==> src/rtl/mip_level_reduce_2x2_macros.svh <==
// Assertion helpers used by the top-level RTL file.
`ifndef MIP_LEVEL_REDUCE_2X2_MACROS_SVH
`define MIP_LEVEL_REDUCE_2X2_MACROS_SVH

// Check a property on every rising clock edge outside reset.
`define MLR_ASSERT(lbl, prop, msg) \
  lbl: assert property (@(posedge clk_i) disable iff (!rst_ni) (prop)) else $error(msg);

// Check that a condition implies another one in the next cycle.
`define MLR_ASSERT_NEXT(lbl, pre, post, msg) \
  lbl: assert property (@(posedge clk_i) disable iff (!rst_ni) (pre) |=> (post)) \
    else $error(msg);

`endif

==> src/rtl/mlr_pkg.sv <==
`default_nettype none

package mlr_pkg;

  // Port and register widths fixed by the interface
  localparam int FIELD_W    = 16;
  localparam int NUM_CHAN   = 4;
  localparam int TDATA_W    = FIELD_W * NUM_CHAN;
  localparam int CFG_DATA_W = 13;
  localparam int CFG_IDX_W  = 2;
  localparam int DIM_REG_W  = 13;
  localparam int MODE_W     = 2;
  localparam int COUNT_W    = 3;

  // Register reset values and channel count bounds
  localparam logic [DIM_REG_W-1:0] WIDTH_RESET  = 13'd2;
  localparam logic [DIM_REG_W-1:0] HEIGHT_RESET = 13'd2;
  localparam logic [MODE_W-1:0]    MODE_RESET   = 2'd0;
  localparam logic [COUNT_W-1:0]   COUNT_RESET  = 3'd4;
  localparam logic [COUNT_W-1:0]   COUNT_MAX    = 3'd4;
  localparam logic [COUNT_W-1:0]   COUNT_MIN    = 3'd1;

  // Configuration register indexes
  typedef enum logic [CFG_IDX_W-1:0] {
    REG_SRC_WIDTH  = 2'd0,
    REG_SRC_HEIGHT = 2'd1,
    REG_REDUCE_MODE = 2'd2,
    REG_CHAN_COUNT = 2'd3
  } cfg_reg_e;

  // Reduce modes; the unused code acts as average
  typedef enum logic [MODE_W-1:0] {
    MODE_AVG = 2'd0,
    MODE_MIN = 2'd1,
    MODE_MAX = 2'd2
  } reduce_mode_e;

  // Role of the pixel at the current position
  typedef struct packed {
    logic is_store;
    logic is_hold;
    logic is_reduce;
    logic level_end;
  } pos_info_t;

endpackage

`default_nettype wire

==> src/rtl/mlr_lane.sv <==
`default_nettype none

module mlr_lane #(
  parameter int CHAN_BITS = 16
) (
  input  wire logic [mlr_pkg::MODE_W-1:0] mode_i,
  input  wire logic                       enable_i,
  input  wire logic [CHAN_BITS-1:0]       up_left_i,
  input  wire logic [CHAN_BITS-1:0]       up_i,
  input  wire logic [CHAN_BITS-1:0]       left_i,
  input  wire logic [CHAN_BITS-1:0]       cur_i,
  output logic [CHAN_BITS-1:0]            result_o
);

  logic [CHAN_BITS+1:0] sum;
  logic [CHAN_BITS-1:0] min_a, min_b, max_a, max_b, min_all, max_all;

  // Sum, min tree and max tree over the 2x2 block
  always_comb begin
    sum = (CHAN_BITS+2)'(up_left_i) + (CHAN_BITS+2)'(up_i)
        + (CHAN_BITS+2)'(left_i) + (CHAN_BITS+2)'(cur_i);
    min_a   = (up_left_i < up_i) ? up_left_i : up_i;
    min_b   = (left_i < cur_i) ? left_i : cur_i;
    min_all = (min_a < min_b) ? min_a : min_b;
    max_a   = (up_left_i > up_i) ? up_left_i : up_i;
    max_b   = (left_i > cur_i) ? left_i : cur_i;
    max_all = (max_a > max_b) ? max_a : max_b;
  end

  // Select by mode; an inactive channel gives zero
  always_comb begin
    unique case (mode_i)
      mlr_pkg::MODE_MIN: result_o = min_all;
      mlr_pkg::MODE_MAX: result_o = max_all;
      default:           result_o = sum[CHAN_BITS+1:2];
    endcase
    if (!enable_i) begin
      result_o = '0;
    end
  end

endmodule

`default_nettype wire

==> config.mk <==
export PLATFORM = sky130hd
export DESIGN_NAME = mlr_lane
export DESIGN_NICKNAME = d
export VERILOG_FILES = /design/src/rtl/mip_level_reduce_2x2_macros.svh /design/src/rtl/mlr_pkg.sv /design/src/rtl/mlr_lane.sv
export SDC_FILE = /design/constraint.sdc
export NUM_CORES = 1
export LEC_CHECK = 0
export BUFFER_PORTS_ARGS = -buffer_cell sky130_fd_sc_hd__buf_2
export CORE_MARGIN = 10
export CORE_UTILIZATION = 54
export DETAILED_ROUTE_END_ITERATION = 7
export GPL_TIMING_DRIVEN = 1
export PLACE_DENSITY = 0.81
export SYNTH_ARGS = -nofsm -noshare
export SYNTH_HDL_FRONTEND = slang
export SYNTH_SLANG_ARGS = --single-unit
==> constraint.sdc <==
create_clock -name vclk -period 5
set_clock_uncertainty 0.15 [all_clocks]
set_input_delay 0.5 -clock vclk [all_inputs]
set_output_delay 0.5 -clock vclk [all_outputs]
set_load 0.005 [all_outputs]
==> flow_summary.yaml <==
grt:
  grt_antenna_before_repair: 0
  grt_pass1_vias: 5554
  grt-ovfl-total: 0
  gr-usage-all-layers: 0.279
  grt_max_degree: 14
  grt_pass1_wl_mm: 26.8
final_layout:
  layout-drive-gt1-share: 0.450
  fin_cells: 811
  areaGrowthSynthToFinish_pct: 51.1
  final.clkbuf_count: 0
  regArea_um2: 0
  final_nets: 890
  final_util: 0.832
  nFillCells: 409
  antenna_cells: 0
  nFlopsAndLatches: 0
critical_path:
  worst-path-max-fanout: 7
  cp_common_cell: "buf_4"
  cp-start-kind: "primary input"
  cpPeakStageDelay_ns: 0.48
  cp.required_ns: 4.35
  critPathArrivalTime_ns: 4.97
  cp_top_family: "compound AO/OA/AOI/OAI gates"
  path_cells: "buf_2, ha_4, nand4_1, buf_4, nor2_1, a221o_1, or3_4, a21boi_4, buf_6, buf_6, mux2i_2, ha_1, nand4_1, buf_4, a211oi_4, o41ai_2, buf_4, buf_8, nor2_1, a211oi_2, a211o_1, buf_2"
  critPathKind: "primary input to output port"
  crit_slowest_cell: "o41ai_2"
  end_kind: "output port"
  crit_buf_inv: 8
sta:
  slew_viol_final: 0
  relSlewSlack: 0.437
  fin_crit_sh: 1.12
  worst_slew_pin_slew_ns: 0.842
  setup_viol: 16
  fin_ws_ns: -0.622
  rsz0062_at_grt: "yes"
  period_needed_ns: 5.62
  hold_viol_final: 0
  tns_ns: -7.32
  clock.fmax_ghz: 0.178
floorplan:
  die_x_um: 109
  num_io_pins: 83
  start_util: 0.551
  row_count: 32
  die_area_um2: 11800
  fp.dieH_um: 109
  core-area_um2: 7690
synthesis:
  muxShareOfSynthArea: 0.191
  synth_top_area_cell: "ha_1"
  ys_top_cells_by_count: "ha_1 (80), mux2i_1 (59), inv_1 (53)"
  synth_area_leaders: "ha_1 (24%), fa_1 (15%), mux2i_1 (14%), mux2_2 (4.8%), inv_1 (4.7%)"
  yosysMostFrequentCell: "ha_1"
  yosysUniqueCellTypes: 50
  synth_area_um2: 4230
  synth_fa_ha_area_frac: 0.388
  avgSynthCellArea_um2: 8.50
  synth_compound_area_frac: 0.216
  synth_seq_area_share: 0
  yosys_warnings: 0
  synth_nets: 677
  synthXorXnorAreaFrac: 0.0228
  synth_top_family_by_area: "adder cells"
  synth_cells: 498
  synth-simple-area-share: 0.118
  synth_top_area_frac: 0.236
placed_design:
  dp_cells: 790
  port_buffers: 83
  place_worst_setup_slack_ns: -0.403
  hpwlAfterDp_mm: 13.0
  gp_congestion: 0.919
pwr:
  powerDensity_nw_per_um2: 238
  totalPowerFinal_mw: 1.52
  p_leak_nw: 3.11
  vdd_drop_max_mv: 0.143
drt:
  dr.first_iter.drc_count: 527
  routed_wl_mm: 19.6
  drc: 0
  postRouteAntennaNets: 0
  wl_per_cell_um: 24.2
  via_per_inst: 6.74
  first_pass_iters: 5
  vias: 5468
run:
  maxCapViolCount: 0
min_path:
  worstHoldPathType: "primary input to output port"
status:
  outcome: "finished, violations left"
  violations: "setup timing"
[timing repair]
item / in CTS / in global routing
setup endpoints to repair: 16 / 16
gates resized for setup: 57 / 57
buffers inserted: 14 / 7
hold buffers: 0 / 0
pin swaps: 20 / 35
hold endpoints to repair: 0 / 0
cloned: 2 / 0
[path summary, 6_finish.rpt]
kind	cells past startpoint	start	slack (ns)	to
setup / recovery	22	left_i[11]	-0.62	result_o[13]
hold / removal	4	enable_i	1.25	result_o[0]
[routing by layer]
layer / up-vias / wire length (um) / global-route usage
met4: 0 / 1740 / 0.139
met3: 190 / 2230 / 0.0577
met5: - / 0 / 0
met1: 2513 / 6780 / 0.319
li1: 2296 / - / -
met2: 469 / 8840 / 0.482
[metrics by stage]
step / instance area, um^2 / hold slack [ns]
after floorplan: 4240 / 0.946
after global placement: 5640 / 1.23
after detailed placement: 5640 / 1.23
after CTS: 6060 / 1.24
after global routing: 6400 / 1.27
final: 6400 / 1.25
[final cells by class]
type,count,area (um^2),area share
inverters,53,209,0.0327
multi-input cells,432,4490,0.702
well taps,102,128,0.0199
repair buffers,224,1570,0.246
[kinds of logic (layout without fill, tap and decap cells)]
logic type,Yosys count,count (layout)
buffers and inverters,66,277
AOI/OAI and AO/OA,129,129
muxes,78,78
xor gates and xnor gates,11,11
and+or+nand+nor,102,102
adders and majority gates,112,112
[layout by cell type, fill, tap and decap left out, drive strengths merged, types with 2 or more instances in the layout]
cell type	count
o21a	5
xnor2	9
a211o	11
nor4	3
a21o	5
inv	53
nand2b	3
a31oi	6
o211ai	10
mux2i	59
nand4	11
a211oi	18
nand3	10
and2	2
buf	224
ha	80
xor2	2
nor2b	7
or3	3
fa	32
nor2	32
nand2	19
a21boi	3
a21oi	35
and4	2
a41oi	3
a221o	10
nor3	6
o21ai	16
mux2	19
[power by group]
part	switching, mW	internal (mW)
clock	0	0
combinational	0.812	0.711
sequential	0	0
Power figures use the tool's default switching activity.
