**config.mk**
```make
export PLATFORM = sky130hd
export DESIGN_NAME = mlr_merge
export DESIGN_NICKNAME = d
export VERILOG_FILES = /design/src/rtl/mip_level_reduce_2x2_macros.svh /design/src/rtl/mlr_pkg.sv /design/src/rtl/mlr_merge.sv
export SDC_FILE = /design/constraint.sdc
export NUM_CORES = 1
export LEC_CHECK = 0
export BUFFER_PORTS_ARGS = -buffer_cell sky130_fd_sc_hd__buf_2
export CAP_MARGIN = 25
export CORE_ASPECT_RATIO = 1.2
export CORE_MARGIN = 4
export CORE_UTILIZATION = 43
export CTS_CLUSTER_SIZE = 8
export DETAILED_ROUTE_END_ITERATION = 8
export MAX_ROUTING_LAYER = met4
export PLACE_DENSITY = 0.83
export SYNTH_ARGS = -nofsm -noshare
export SYNTH_HDL_FRONTEND = slang
export SYNTH_SLANG_ARGS = --single-unit
```
**constraint.sdc**
```tcl
create_clock -name clk_i -period 1.5 [get_ports clk_i]
set_input_delay 0.225 -clock clk_i [delete_from_list [all_inputs] [get_ports clk_i]]
set_output_delay 0.225 -clock clk_i [all_outputs]
set_load 0.05 [all_outputs]
```
**src/rtl/mip_level_reduce_2x2_macros.svh**
```systemverilog
// Assertion helpers used by the top-level RTL file.
`ifndef MIP_LEVEL_REDUCE_2X2_MACROS_SVH
`define MIP_LEVEL_REDUCE_2X2_MACROS_SVH

// Check a property on every rising clock edge outside reset.
`define MLR_ASSERT(lbl, prop, msg) \
  lbl: assert property (@(posedge clk_i) disable iff (!rst_ni) (prop)) else $error(msg);

// Check that a condition implies another one in the next cycle.
`define MLR_ASSERT_NEXT(lbl, pre, post, msg) \
  lbl: assert property (@(posedge clk_i) disable iff (!rst_ni) (pre) |=> (post)) \
    else $error(msg);

`endif

```
**src/rtl/mlr_pkg.sv**
```systemverilog
`default_nettype none

package mlr_pkg;

  // Port and register widths fixed by the interface
  localparam int FIELD_W    = 16;
  localparam int NUM_CHAN   = 4;
  localparam int TDATA_W    = FIELD_W * NUM_CHAN;
  localparam int CFG_DATA_W = 13;
  localparam int CFG_IDX_W  = 2;
  localparam int DIM_REG_W  = 13;
  localparam int MODE_W     = 2;
  localparam int COUNT_W    = 3;

  // Register reset values and channel count bounds
  localparam logic [DIM_REG_W-1:0] WIDTH_RESET  = 13'd2;
  localparam logic [DIM_REG_W-1:0] HEIGHT_RESET = 13'd2;
  localparam logic [MODE_W-1:0]    MODE_RESET   = 2'd0;
  localparam logic [COUNT_W-1:0]   COUNT_RESET  = 3'd4;
  localparam logic [COUNT_W-1:0]   COUNT_MAX    = 3'd4;
  localparam logic [COUNT_W-1:0]   COUNT_MIN    = 3'd1;

  // Configuration register indexes
  typedef enum logic [CFG_IDX_W-1:0] {
    REG_SRC_WIDTH  = 2'd0,
    REG_SRC_HEIGHT = 2'd1,
    REG_REDUCE_MODE = 2'd2,
    REG_CHAN_COUNT = 2'd3
  } cfg_reg_e;

  // Reduce modes; the unused code acts as average
  typedef enum logic [MODE_W-1:0] {
    MODE_AVG = 2'd0,
    MODE_MIN = 2'd1,
    MODE_MAX = 2'd2
  } reduce_mode_e;

  // Role of the pixel at the current position
  typedef struct packed {
    logic is_store;
    logic is_hold;
    logic is_reduce;
    logic level_end;
  } pos_info_t;

endpackage

`default_nettype wire

```
**src/rtl/mlr_merge.sv**
```systemverilog
`default_nettype none

module mlr_merge #(
  parameter int CHAN_BITS = 16
) (
  input  wire logic                                         clk_i,
  input  wire logic                                         rst_ni,
  input  wire logic                                         load_i,
  input  wire logic [mlr_pkg::NUM_CHAN-1:0][CHAN_BITS-1:0]  lane_res_i,
  input  wire logic                                         level_end_i,
  output logic                                              space_o,
  output logic                                              m_axis_tvalid_o,
  input  wire logic                                         m_axis_tready_i,
  // red_a, red_b, red_c, red_d, 16 bits each from the lowest bit up
  output logic [mlr_pkg::TDATA_W-1:0]                       m_axis_tdata_o,
  // level_end
  output logic                                              m_axis_tlast_o
);

  logic                          valid_q, valid_d;
  logic [mlr_pkg::TDATA_W-1:0]   data_q, data_d;
  logic                          last_q, last_d;

  // Pack the lane results into the output word
  always_comb begin
    data_d = data_q;
    last_d = last_q;
    if (load_i) begin
      for (int k = 0; k < mlr_pkg::NUM_CHAN; k++) begin
        data_d[k*mlr_pkg::FIELD_W +: mlr_pkg::FIELD_W] = mlr_pkg::FIELD_W'(lane_res_i[k]);
      end
      last_d = level_end_i;
    end
  end

  // Hold the result until the downstream side takes it
  always_comb begin
    space_o = !valid_q || m_axis_tready_i;
    if (load_i) begin
      valid_d = 1'b1;
    end else if (m_axis_tready_i) begin
      valid_d = 1'b0;
    end else begin
      valid_d = valid_q;
    end
  end

  always_ff @(posedge clk_i or negedge rst_ni) begin
    if (!rst_ni) begin
      valid_q <= 1'b0;
    end else begin
      valid_q <= valid_d;
    end
  end

  always_ff @(posedge clk_i) begin
    data_q <= data_d;
    last_q <= last_d;
  end

  assign m_axis_tvalid_o = valid_q;
  assign m_axis_tdata_o  = data_q;
  assign m_axis_tlast_o  = last_q;

endmodule

`default_nettype wire

```
==> results by group <==
Timing
  – Setup TNS: 0 ns
  – Crit path time final: 1.29 ns
  – Setup violations, final: 0
  – Max_slew headroom: between 70% and 80%
  – Least-Margin Pin Slew: 0.338 ns
  – RSZ-0062 raised after global routing: no
  – Final max-slew violation count: 0
  – Period utilisation layout: 85.8%
  – Final Hold Viols: 0
  – Fmax achieved: about 780 MHz
  – Worst Skew: 0 ns

Final layout
  – Layout area overhead: 49.2%
  – Layout cells sized above 1: 68.8%
  – Final Util: between 60% and 70%
  – Multi-input combinational cell area: 22.5 sq um
  – Ant. Diodes: 0
  – Fin area: 2980 sq um
  – Non-Filler Instances: 277
  – Layout fillers: 314
  – Register area: 1980 sq um
  – Layout Nets: around 290

Synthesis
  – Share of the synthesized area in the top cell type: between 90 and 100%
  – Syn_nets: roughly 140
  – Compound-Gate Fraction of Synth Area: 0%
  – Post-synth ARST share: under 10%
  – Syn Area/Cell: 29.4 sq um
  – Syn Inst Count: 68
  – Main synth FF type: edfxtp_1
  – Synthesized-area fraction occupied by and/or/nand/nor cells: 1.13%
  – Seq/Total Area, Yosys: 98.9%
  – Largest family of logic cells by synthesized area: simple AND/OR/NAND/NOR gates
  – Mux cell area share after synthesis: 0%
  – Number of flops mapped to enable cells by yosys: 65
  – Synth area leader: edfxtp_1
  – Most numerous cell in the Yosys netlist: edfxtp_1
  – Post-synth top cells: 65 x edfxtp_1, 1 x dfrtp_1, 1 x nand2b_2, 1 x nand2b_4
  – Synth area leaders: edfxtp_1 98%, dfrtp_1 1.3%, nand2b_4 0.69%
  – Number of library cell types mapped by synthesis: 4
  – Xor/xnor cell area share of the yosys netlist: 0%
  – Syn. warnings: 0
  – #FFs+latches synth: 66
  – Area of the mapped netlist: approximately 2000 sq um
  – Post-Synth Adder-Cell Area: 0%

Global routing
  – Largest net degree at the start of global routing: 67
  – First-pass GRT wire length: around 6700 um
  – Vias in the first global route: 1,319
  – Initial antenna violation count: 0
  – GRT Util Overall: 16.8%
  – Overflow after GRT: 0

Floorplanning
  – Row cnt: 26
  – Die width: 70.3 um
  – Starting density of the core: 45.5%
  – Placeable Area: ~4400 sq um
  – Die area: 5810 sq um
  – DIE HEIGHT: 82.7 um
  – Io pins: 136

Placed design
  – Dpl cells: 260
  – Port Buffers: 135
  – Gpl congestion: 0.760
  – DP Area: 2770 sq um
  – Hpwl dp: 3530 um

Power and ir drop
  – Pwr per Cell Area: around 1500 nW/um^2
  – Leakage: 1.31 nW
  – Power Total: ~4.5 mW
  – Max IR drop VDD: 912 uV

Setup path
  – CP Class: reg2out
  – Critical path capture point type: output port
  – Crit path launch type: flip-flop
  – Crit Path Max Fanout: 2
  – Sequence of cells on the critical path: nand2b_4 -> buf_2
  – Critical Path RT: 1.27 ns
  – Worst path slowest cell: dfrtp_1
  – CP arrival: between 1 and 1.5 ns
  – Crit-path max cell delay: 0.41 ns

Route
  – Routed vias: 1,239
  – Detail Route Antenna Nets: 0
  – First-pass DRT Iterations: 4
  – # DRC: 0
  – Starting DRT DRC Count: 78
  – Vias per cell: between 4 and 5
  – Wire per inst: around 16 um
  – Post-Route WL: 4490 um

CTS
  – TritonCTS clock tree: done
  – Post-CTS sizing: 0
  – Clk slew on worst S/H paths: 0.07 ns
  – Clock sink total: 66
  – CTS Buf Count: 9
  – CTS Buffer Depth: 2
  – H-tree level count: 3
  – Clock latency on the worst-skew pair: 0.31 ns
  – CTS root buf: clkbuf_8

Job
  – Max-cap violations: 0

Hold path
  – HP Class: in2reg

Run status
  – Status: completed
==> kinds of logic (layout without fill, tap and decap cells) <==
logic type / Yosys count / after routing
buffers and inverters: 0 / 153
DFF: 66 / 66
and+or+nand+nor: 2 / 2
==> critical path: cells and delay by family (launching register included) <==
| kind | cells | cell delay (ns) |
|---|---|---|
| and+or+nand+nor | 1 | 0.08 |
| buffers and inverters | 1 | 0.26 |
| DFF | 1 | 0.41 |
==> flip-flops by register name (all words and copies together) (netlist names) <==
| name | count |
|---|---|
| m_axis_tdata_o | 64 |
| m_axis_tlast_o | 1 |
| m_axis_tvalid_o | 1 |
==> where the power goes <==
| part | internal [mW] | total [mW] | switching, mW |
|---|---|---|---|
| clock network | 0.924 | 1.52 | 0.599 |
| logic | 0.165 | 0.787 | 0.622 |
| registers | 2.19 | 2.22 | 0.0340 |
==> metal layers <==
layer | global-route usage (%) | up-vias | share of wire, % | wire [um]
met5 | - | - | 0 | 0
met4 | 9.20 | 0 | 1.1 | 49
met3 | 5.81 | 6 | 8.4 | 379
met2 | 29.7 | 80 | 56 | 2510
met1 | 16.4 | 582 | 35 | 1550
li1 | - | 571 | - | -
==> area by class of cell <==
class	instances	share of cell area, %
Sequential cell	66	66.2
Clock inverter	6	2.73
Clock buffer	10	4.28
Timing Repair Buffer	137	23.6
Multi-Input combinational cell	2	0.755
Tap cell	56	2.35
==> worst paths after layout <==
kind	from	slack [ns]	to	cells past startpoint
max in group asynchronous	rst_ni	1.22	m_axis_tvalid_o$_DFFE_PN0P_	2
min in group asynchronous	rst_ni	0.20	m_axis_tvalid_o$_DFFE_PN0P_	2
hold / removal	lane_res_i[30]	0.07	m_axis_tdata_o[30]$_DFFE_PP_	1
setup / recovery	m_axis_tvalid_o$_DFFE_PN0P_	0.21	space_o	2
setup reg to reg	m_axis_tvalid_o$_DFFE_PN0P_	0.85	m_axis_tvalid_o$_DFFE_PN0P_	2
hold reg to reg	m_axis_tvalid_o$_DFFE_PN0P_	0.54	m_axis_tvalid_o$_DFFE_PN0P_	2
==> placed cells by master, fill, tap and decap left out <==
cell type      count
buf_12             1
buf_2            135
bufinv_16          2
clkbuf_1           1
clkbuf_8           9
clkinv_1           1
clkinv_2           2
clkinvlp_4         1
dfrtp_1            1
dlygate4sd3_1      1
edfxtp_1          65
nand2b_2           1
nand2b_4           1
==> metrics by stage <==
stage,hold WS [ns],worst slack (ns)
global placement,0.000778,0.523
finish,0.0740,0.214
global route,0.0477,0.153
CTS,0.0574,0.190
detailed placement,0.00210,0.508
floorplan,-0.0706,0.416
==> repair_timing <==
item / in CTS / in global routing
hold buffers: 1 / 0
endpoints found under the hold margin: 1 / 0
setup buffers: 0 / 0
(Power assumes the default switching activity.)
