<file path="src/rtl/mip_level_reduce_2x2_macros.svh">
// Assertion helpers used by the top-level RTL file.
`ifndef MIP_LEVEL_REDUCE_2X2_MACROS_SVH
`define MIP_LEVEL_REDUCE_2X2_MACROS_SVH

// Check a property on every rising clock edge outside reset.
`define MLR_ASSERT(lbl, prop, msg) \
  lbl: assert property (@(posedge clk_i) disable iff (!rst_ni) (prop)) else $error(msg);

// Check that a condition implies another one in the next cycle.
`define MLR_ASSERT_NEXT(lbl, pre, post, msg) \
  lbl: assert property (@(posedge clk_i) disable iff (!rst_ni) (pre) |=> (post)) \
    else $error(msg);

`endif

</file>
<file path="src/rtl/mlr_pkg.sv">
`default_nettype none

package mlr_pkg;

  // Port and register widths fixed by the interface
  localparam int FIELD_W    = 16;
  localparam int NUM_CHAN   = 4;
  localparam int TDATA_W    = FIELD_W * NUM_CHAN;
  localparam int CFG_DATA_W = 13;
  localparam int CFG_IDX_W  = 2;
  localparam int DIM_REG_W  = 13;
  localparam int MODE_W     = 2;
  localparam int COUNT_W    = 3;

  // Register reset values and channel count bounds
  localparam logic [DIM_REG_W-1:0] WIDTH_RESET  = 13'd2;
  localparam logic [DIM_REG_W-1:0] HEIGHT_RESET = 13'd2;
  localparam logic [MODE_W-1:0]    MODE_RESET   = 2'd0;
  localparam logic [COUNT_W-1:0]   COUNT_RESET  = 3'd4;
  localparam logic [COUNT_W-1:0]   COUNT_MAX    = 3'd4;
  localparam logic [COUNT_W-1:0]   COUNT_MIN    = 3'd1;

  // Configuration register indexes
  typedef enum logic [CFG_IDX_W-1:0] {
    REG_SRC_WIDTH  = 2'd0,
    REG_SRC_HEIGHT = 2'd1,
    REG_REDUCE_MODE = 2'd2,
    REG_CHAN_COUNT = 2'd3
  } cfg_reg_e;

  // Reduce modes; the unused code acts as average
  typedef enum logic [MODE_W-1:0] {
    MODE_AVG = 2'd0,
    MODE_MIN = 2'd1,
    MODE_MAX = 2'd2
  } reduce_mode_e;

  // Role of the pixel at the current position
  typedef struct packed {
    logic is_store;
    logic is_hold;
    logic is_reduce;
    logic level_end;
  } pos_info_t;

endpackage

`default_nettype wire

</file>
<file path="src/rtl/mlr_pos.sv">
`default_nettype none

module mlr_pos #(
  parameter int MAX_DIM = 4096
) (
  input  wire logic                            clk_i,
  input  wire logic                            rst_ni,
  input  wire logic [mlr_pkg::DIM_REG_W-1:0]   src_width_i,
  input  wire logic [mlr_pkg::DIM_REG_W-1:0]   src_height_i,
  input  wire logic                            restart_i,
  input  wire logic                            advance_i,
  output mlr_pkg::pos_info_t                   info_o,
  output logic [$clog2(MAX_DIM)-1:0]           row_o
);

  localparam int DW  = $clog2(MAX_DIM);
  localparam int CDW = $clog2(MAX_DIM + 1);
  localparam int EW  = (CDW > mlr_pkg::DIM_REG_W) ? CDW : mlr_pkg::DIM_REG_W;

  logic [DW-1:0]  col_q, col_d, row_q, row_d;
  logic [DW-1:0]  col_eff, row_eff;
  logic [EW-1:0]  w_ext, h_ext, w_lim, h_lim;
  logic [CDW-1:0] w_cl, h_cl, w_even, h_even, c_ext, r_ext;
  logic           out_of_range, last_row, last_col;

  // Clamp the geometry to 2..MAX_DIM
  always_comb begin
    w_ext = EW'(src_width_i);
    h_ext = EW'(src_height_i);
    w_lim = (w_ext < EW'(2)) ? EW'(2) : ((w_ext > EW'(MAX_DIM)) ? EW'(MAX_DIM) : w_ext);
    h_lim = (h_ext < EW'(2)) ? EW'(2) : ((h_ext > EW'(MAX_DIM)) ? EW'(MAX_DIM) : h_ext);
    w_cl  = CDW'(w_lim);
    h_cl  = CDW'(h_lim);
    w_even = {w_cl[CDW-1:1], 1'b0};
    h_even = {h_cl[CDW-1:1], 1'b0};
  end

  // Classify the current position
  always_comb begin
    out_of_range = (CDW'(col_q) >= w_cl) || (CDW'(row_q) >= h_cl);
    col_eff  = out_of_range ? '0 : col_q;
    row_eff  = out_of_range ? '0 : row_q;
    c_ext    = CDW'(col_eff);
    r_ext    = CDW'(row_eff);
    last_row = (r_ext == h_cl - CDW'(1));
    last_col = (c_ext == w_cl - CDW'(1));

    info_o.is_store  = !col_eff[0];
    info_o.is_hold   = col_eff[0] && !row_eff[0];
    info_o.is_reduce = col_eff[0] && row_eff[0];
    info_o.level_end = (c_ext == w_even - CDW'(1)) && (r_ext == h_even - CDW'(1));
    row_o = row_eff;
  end

  // Advance row first, then column, wrapping after the last row of the last column
  always_comb begin
    col_d = col_q;
    row_d = row_q;
    if (restart_i) begin
      col_d = '0;
      row_d = '0;
    end else if (advance_i) begin
      if (last_row) begin
        row_d = '0;
        col_d = last_col ? '0 : col_eff + DW'(1);
      end else begin
        row_d = row_eff + DW'(1);
        col_d = col_eff;
      end
    end
  end

  always_ff @(posedge clk_i or negedge rst_ni) begin
    if (!rst_ni) begin
      col_q <= '0;
      row_q <= '0;
    end else begin
      col_q <= col_d;
      row_q <= row_d;
    end
  end

endmodule

`default_nettype wire

</file>
<file path="config.mk">
export PLATFORM = sky130hd
export DESIGN_NAME = mlr_pos
export DESIGN_NICKNAME = d
export VERILOG_FILES = /design/src/rtl/mip_level_reduce_2x2_macros.svh /design/src/rtl/mlr_pkg.sv /design/src/rtl/mlr_pos.sv
export SDC_FILE = /design/constraint.sdc
export NUM_CORES = 1
export LEC_CHECK = 0
export BUFFER_PORTS_ARGS = -buffer_cell sky130_fd_sc_hd__buf_2
export CAP_MARGIN = 20
export CELL_PAD_IN_SITES_DETAIL_PLACEMENT = 1
export CELL_PAD_IN_SITES_GLOBAL_PLACEMENT = 2
export CORE_UTILIZATION = 35
export CTS_CLUSTER_SIZE = 25
export DETAILED_ROUTE_END_ITERATION = 7
export PLACE_DENSITY_LB_ADDON = 0.1
export RECOVER_POWER = 25
export SYNTH_ARGS = -nofsm -noshare
export SYNTH_HDL_FRONTEND = slang
export SYNTH_SLANG_ARGS = --single-unit
</file>
<file path="constraint.sdc">
create_clock -name clk_i -period 3.99 [get_ports clk_i]
set_input_delay 0 -clock clk_i [delete_from_list [all_inputs] [get_ports clk_i]]
set_output_delay 0 -clock clk_i [all_outputs]
set_load 0.01 [all_outputs]
</file>
==> tab_implementation.tex <==
\begin{tabular}{lr}
\hline
Metric & Value \\
\hline
\multicolumn{2}{l}{\textbf{Detailed routing}} \\
\quad Residual DRC count & 0 \\
\quad Antenna Violating Nets Remaining & 0 \\
\quad Average detailed-routed wire length per instance & roughly 22 um \\
\quad Number of DRC violations after detailed-routing iteration 0 & about 360 \\
\quad Count of vias placed by the detailed router & approximately 5,400 \\
\quad Average vias per placed instance & roughly 6.2 \\
\quad Total detailed-routing wirelength & roughly 19 mm \\
\quad Number of detailed-route iterations in the first pass & 4 \\
\multicolumn{2}{l}{\textbf{Die}} \\
\quad Top-level I/O count & 46 \\
\quad Total die area & $\sim$0.013 mm\^{}2 \\
\quad Starting density of the core & between 30 and 40\% \\
\quad Die span in x & between 100 and 150 um \\
\quad Die height & 115 um \\
\quad Cell Rows & 40 \\
\quad Std-Cell Core Area & roughly 0.012 mm\^{}2 \\
\multicolumn{2}{l}{\textbf{Clocking}} \\
\quad Clock Latency Late Sink & 0.28 ns \\
\quad Clock root buffer master & clkbuf\_16 \\
\quad Clock tree sinks & 24 \\
\quad Maximum root-to-sink buffer count & 2 \\
\quad TritonCTS buffer count & 3 \\
\quad H-Tree Depth & 1 \\
\quad CTS tree & built \\
\quad CTS clock-pin slew for the worst setup and hold paths & 0.08 ns \\
\multicolumn{2}{l}{\textbf{Final layout}} \\
\quad \# diodes & 0 \\
\quad Non-Filler Cell Area, Final & 0.00543 mm\^{}2 \\
\quad Final Instance Count excl. Fillers & between 800 and 900 \\
\quad Total area of multi-input combinational cells & about 0.0036 mm\^{}2 \\
\quad Core occupancy in the finished layout & approximately 44\% \\
\quad FF/Latch Area & about 600 um\^{}2 \\
\quad Fill count & 1,617 \\
\quad Fraction of layout cells with a size suffix above 1 & around 23\% \\
\quad NumNets Final & approximately 770 \\
\quad Layout overhead on the synthesized area & 22.0\% \\
\multicolumn{2}{l}{\textbf{GRT}} \\
\quad Number of global-route vias before repair & 5,375 \\
\quad Overall fraction of global-route tracks in use & a little over 30\% \\
\quad Antenna violations before repair & 0 \\
\quad Grt ovf & 0 \\
\quad Wire length of the first global-routing pass & $\sim$30 mm \\
\quad Maximum number of pins on one net before global-route repair & 25 \\
\multicolumn{2}{l}{\textbf{STA}} \\
\quad Count of endpoints failing setup in the final report & 0 \\
\quad Tightest hold margin & approximately 0.12 ns \\
\quad Slew at the pin closest to its max-slew limit & $\sim$1.6 ns \\
\quad Tightest slew margin relative to the limit & -5.65\% \\
\quad Skew final & 0.00565 ns \\
\quad Period utilisation layout & between 90\% and 100\% \\
\quad Fmax & around 270 MHz \\
\quad Final Max Tran Viols & 25 \\
\quad Minimum clock period & 3.75 ns \\
\quad RSZ-0062 raised after global routing & false \\
\quad Hold violation count in the final report & 0 \\
\multicolumn{2}{l}{\textbf{Synth}} \\
\quad Cell area after synthesis & roughly 0.0045 mm\^{}2 \\
\quad Async set or reset register ratio after synthesis & between 90\% and 100\% \\
\quad Count of warnings emitted by yosys & 0 \\
\quad Main area contributors after synthesis & dfrtp\_1, ha\_1, xnor2\_1, nand2\_1, nor2\_1 \\
\quad Count of mapped cells out of synthesis & $\sim$620 \\
\quad Most instantiated flip-flop cell in the synthesis netlist & dfrtp\_1 \\
\quad Net count of the mapped netlist & 682 \\
\quad Seq cells post-synth & 24 \\
\quad Most used standard cell by instance count after synthesis & nand2\_1 \\
\quad Area leader, netlist & dfrtp\_1 \\
\quad Most instantiated cells after synthesis & nand2\_1, nor2\_1, clkbuf\_1 \\
\quad Number of library cell types mapped by synthesis & 81 \\
\quad Post-synth EDFFs & 0 \\
\quad Fraction of the yosys area taken by sequential cells & roughly 13\% \\
\quad Post-synthesis area per instance & a little over 7 um\^{}2 \\
\quad Top cell type's share of synthesized area & 13.5\% \\
\multicolumn{2}{l}{\textbf{Status}} \\
\quad Violations in the final reports & max-capacitance violations, max-slew violations \\
\quad Result of the run & finished, violations left \\
\multicolumn{2}{l}{\textbf{Place}} \\
\quad GP Congestion & 0.932 \\
\quad Dpl cells & just under 900 \\
\quad Count of buffers inserted at the top-level ports & 45 \\
\quad Half-perimeter wire length after detailed placement & $\sim$16 mm \\
\quad Placed standard-cell area & roughly 0.0053 mm\^{}2 \\
\multicolumn{2}{l}{\textbf{Power and ir drop}} \\
\quad Overall power consumption & a little under 0.001 W \\
\quad Largest vdd supply drop & roughly 140 uV \\
\quad Total power density per cell area & 179 mW/mm\^{}2 \\
\quad Static power due to leakage & around 2.4 nW \\
\multicolumn{2}{l}{\textbf{Worst setup path}} \\
\quad Setup crit end kind & flop \\
\quad Required arrival time at the worst endpoint & approximately 4.2 ns \\
\quad Type of the setup path with the least slack & flop to flop \\
\quad Max FO, Critical Path & 7 \\
\quad Critical Path Source Type & flop \\
\quad Arrival time reported for the critical path endpoint & 3.92 ns \\
\multicolumn{2}{l}{\textbf{Run}} \\
\quad Count of max-cap constraint violations & 1 \\
\multicolumn{2}{l}{\textbf{Hold path}} \\
\quad Tightest Hold Check Type & input port to flop \\
\hline
\end{tabular}
## logic make-up (layout without fill, tap and decap cells)
family / count (synthesis) / count (layout) / share of synthesized area (%)
flops: 24 / 24 / 13.5
fa+ha+maj: 29 / 29 / 8.15
simple gates: 268 / 268 / 32.8
compound gates: 179 / 179 / 29.1
mux: 9 / 9 / 2.11
xor+xnor: 38 / 38 / 7.47
buf+inv: 76 / 158 / 6.91
## metal layers
layer  GRT usage (%)  routed length [um]  up-vias
met3            3.53                 869       14
met4            4.94                 166        0
met5               0                   0        -
li1                -                   -     2530
met2            47.2                8620      122
met1            45.2                9650     2713
## registers in the layout (all words and copies together) (netlist names)
register,count
col_q,12
row_q,12
## path summary, 6_finish.rpt
path	slack, ns	cells after the start	to	start
worst max-delay path	0.24	12	col_q[8]$_DFFE_PN0P_	row_q[10]$_DFFE_PN0P_
worst min-delay path	0.12	3	col_q[0]$_DFFE_PN0P_	advance_i
worst max register to register	0.24	12	col_q[8]$_DFFE_PN0P_	row_q[10]$_DFFE_PN0P_
worst min register to register	0.66	2	row_q[3]$_DFFE_PN0P_	row_q[3]$_DFFE_PN0P_
max in group asynchronous	2.40	2	col_q[3]$_DFFE_PN0P_	rst_ni
min in group asynchronous	0.66	2	row_q[2]$_DFFE_PN0P_	rst_ni
## report_power, final
| part | internal, W | switching [W] | total, W |
|---|---|---|---|
| clock network | 0.000201 | 0.000112 | 0.000313 |
| logic | 0.000158 | 0.000258 | 0.000415 |
| registers | 0.000245 | 0.00000131 | 0.000246 |
| total | 0.000603 | 0.000371 | 0.000974 |
## critical path, stage by stage (launching register included)
cell	delay [ns]
dfrtp_1	0.39
ha_1	0.31
a21o_1	0.17
a21oi_1	0.38
o22ai_1	0.16
a21oi_1	0.21
nand2_1	0.25
buf_4	0.25
mux2i_1	0.16
or4_1	0.60
o2111ai_2	0.38
o21ai_0	0.16
a31o_1	0.22
## final cells by class
type	instances	share of cell area, %
Multi-Input combinational cell	523	66.1
Timing Repair Buffer	122	14.9
Sequential cell	24	11.1
Tap cell	168	3.87
Inverter	32	2.21
Clock buffer	3	1.38
Clock inverter	1	0.553
## layout by cell type (no fill, tap or decap), drive strengths merged, types with 7 or more instances in the layout
master / instances
a31oi: 13
xnor2: 27
a31o: 7
a21oi: 26
o2111ai: 9
and3: 19
nand4: 20
a22o: 8
o211ai: 11
or3: 10
nand2b: 12
nor3: 23
buf: 119
ha: 29
nor2b: 8
nand3: 13
nand2: 58
xor2: 11
dfrtp: 24
o21ai: 34
nor4: 14
inv: 32
nor2: 57
## timing repair
item,in CTS,in global routing
gates resized for setup,0,11
hold buffers,2,0
setup buffers,0,0
endpoints found under the hold margin,26,0
setup endpoints to repair,0,12
## stage by stage
stage,setup TNS (ns),setup slack [ns]
3_3_place_gp,-0.0508,-0.0495
4_1_cts,0,0.153
3_5_place_dp,-0.131,-0.108
2_1_floorplan,0,0.165
5_1_grt,0,0.0235
6_report,0,0.236
Power figures use the tool's default switching activity.
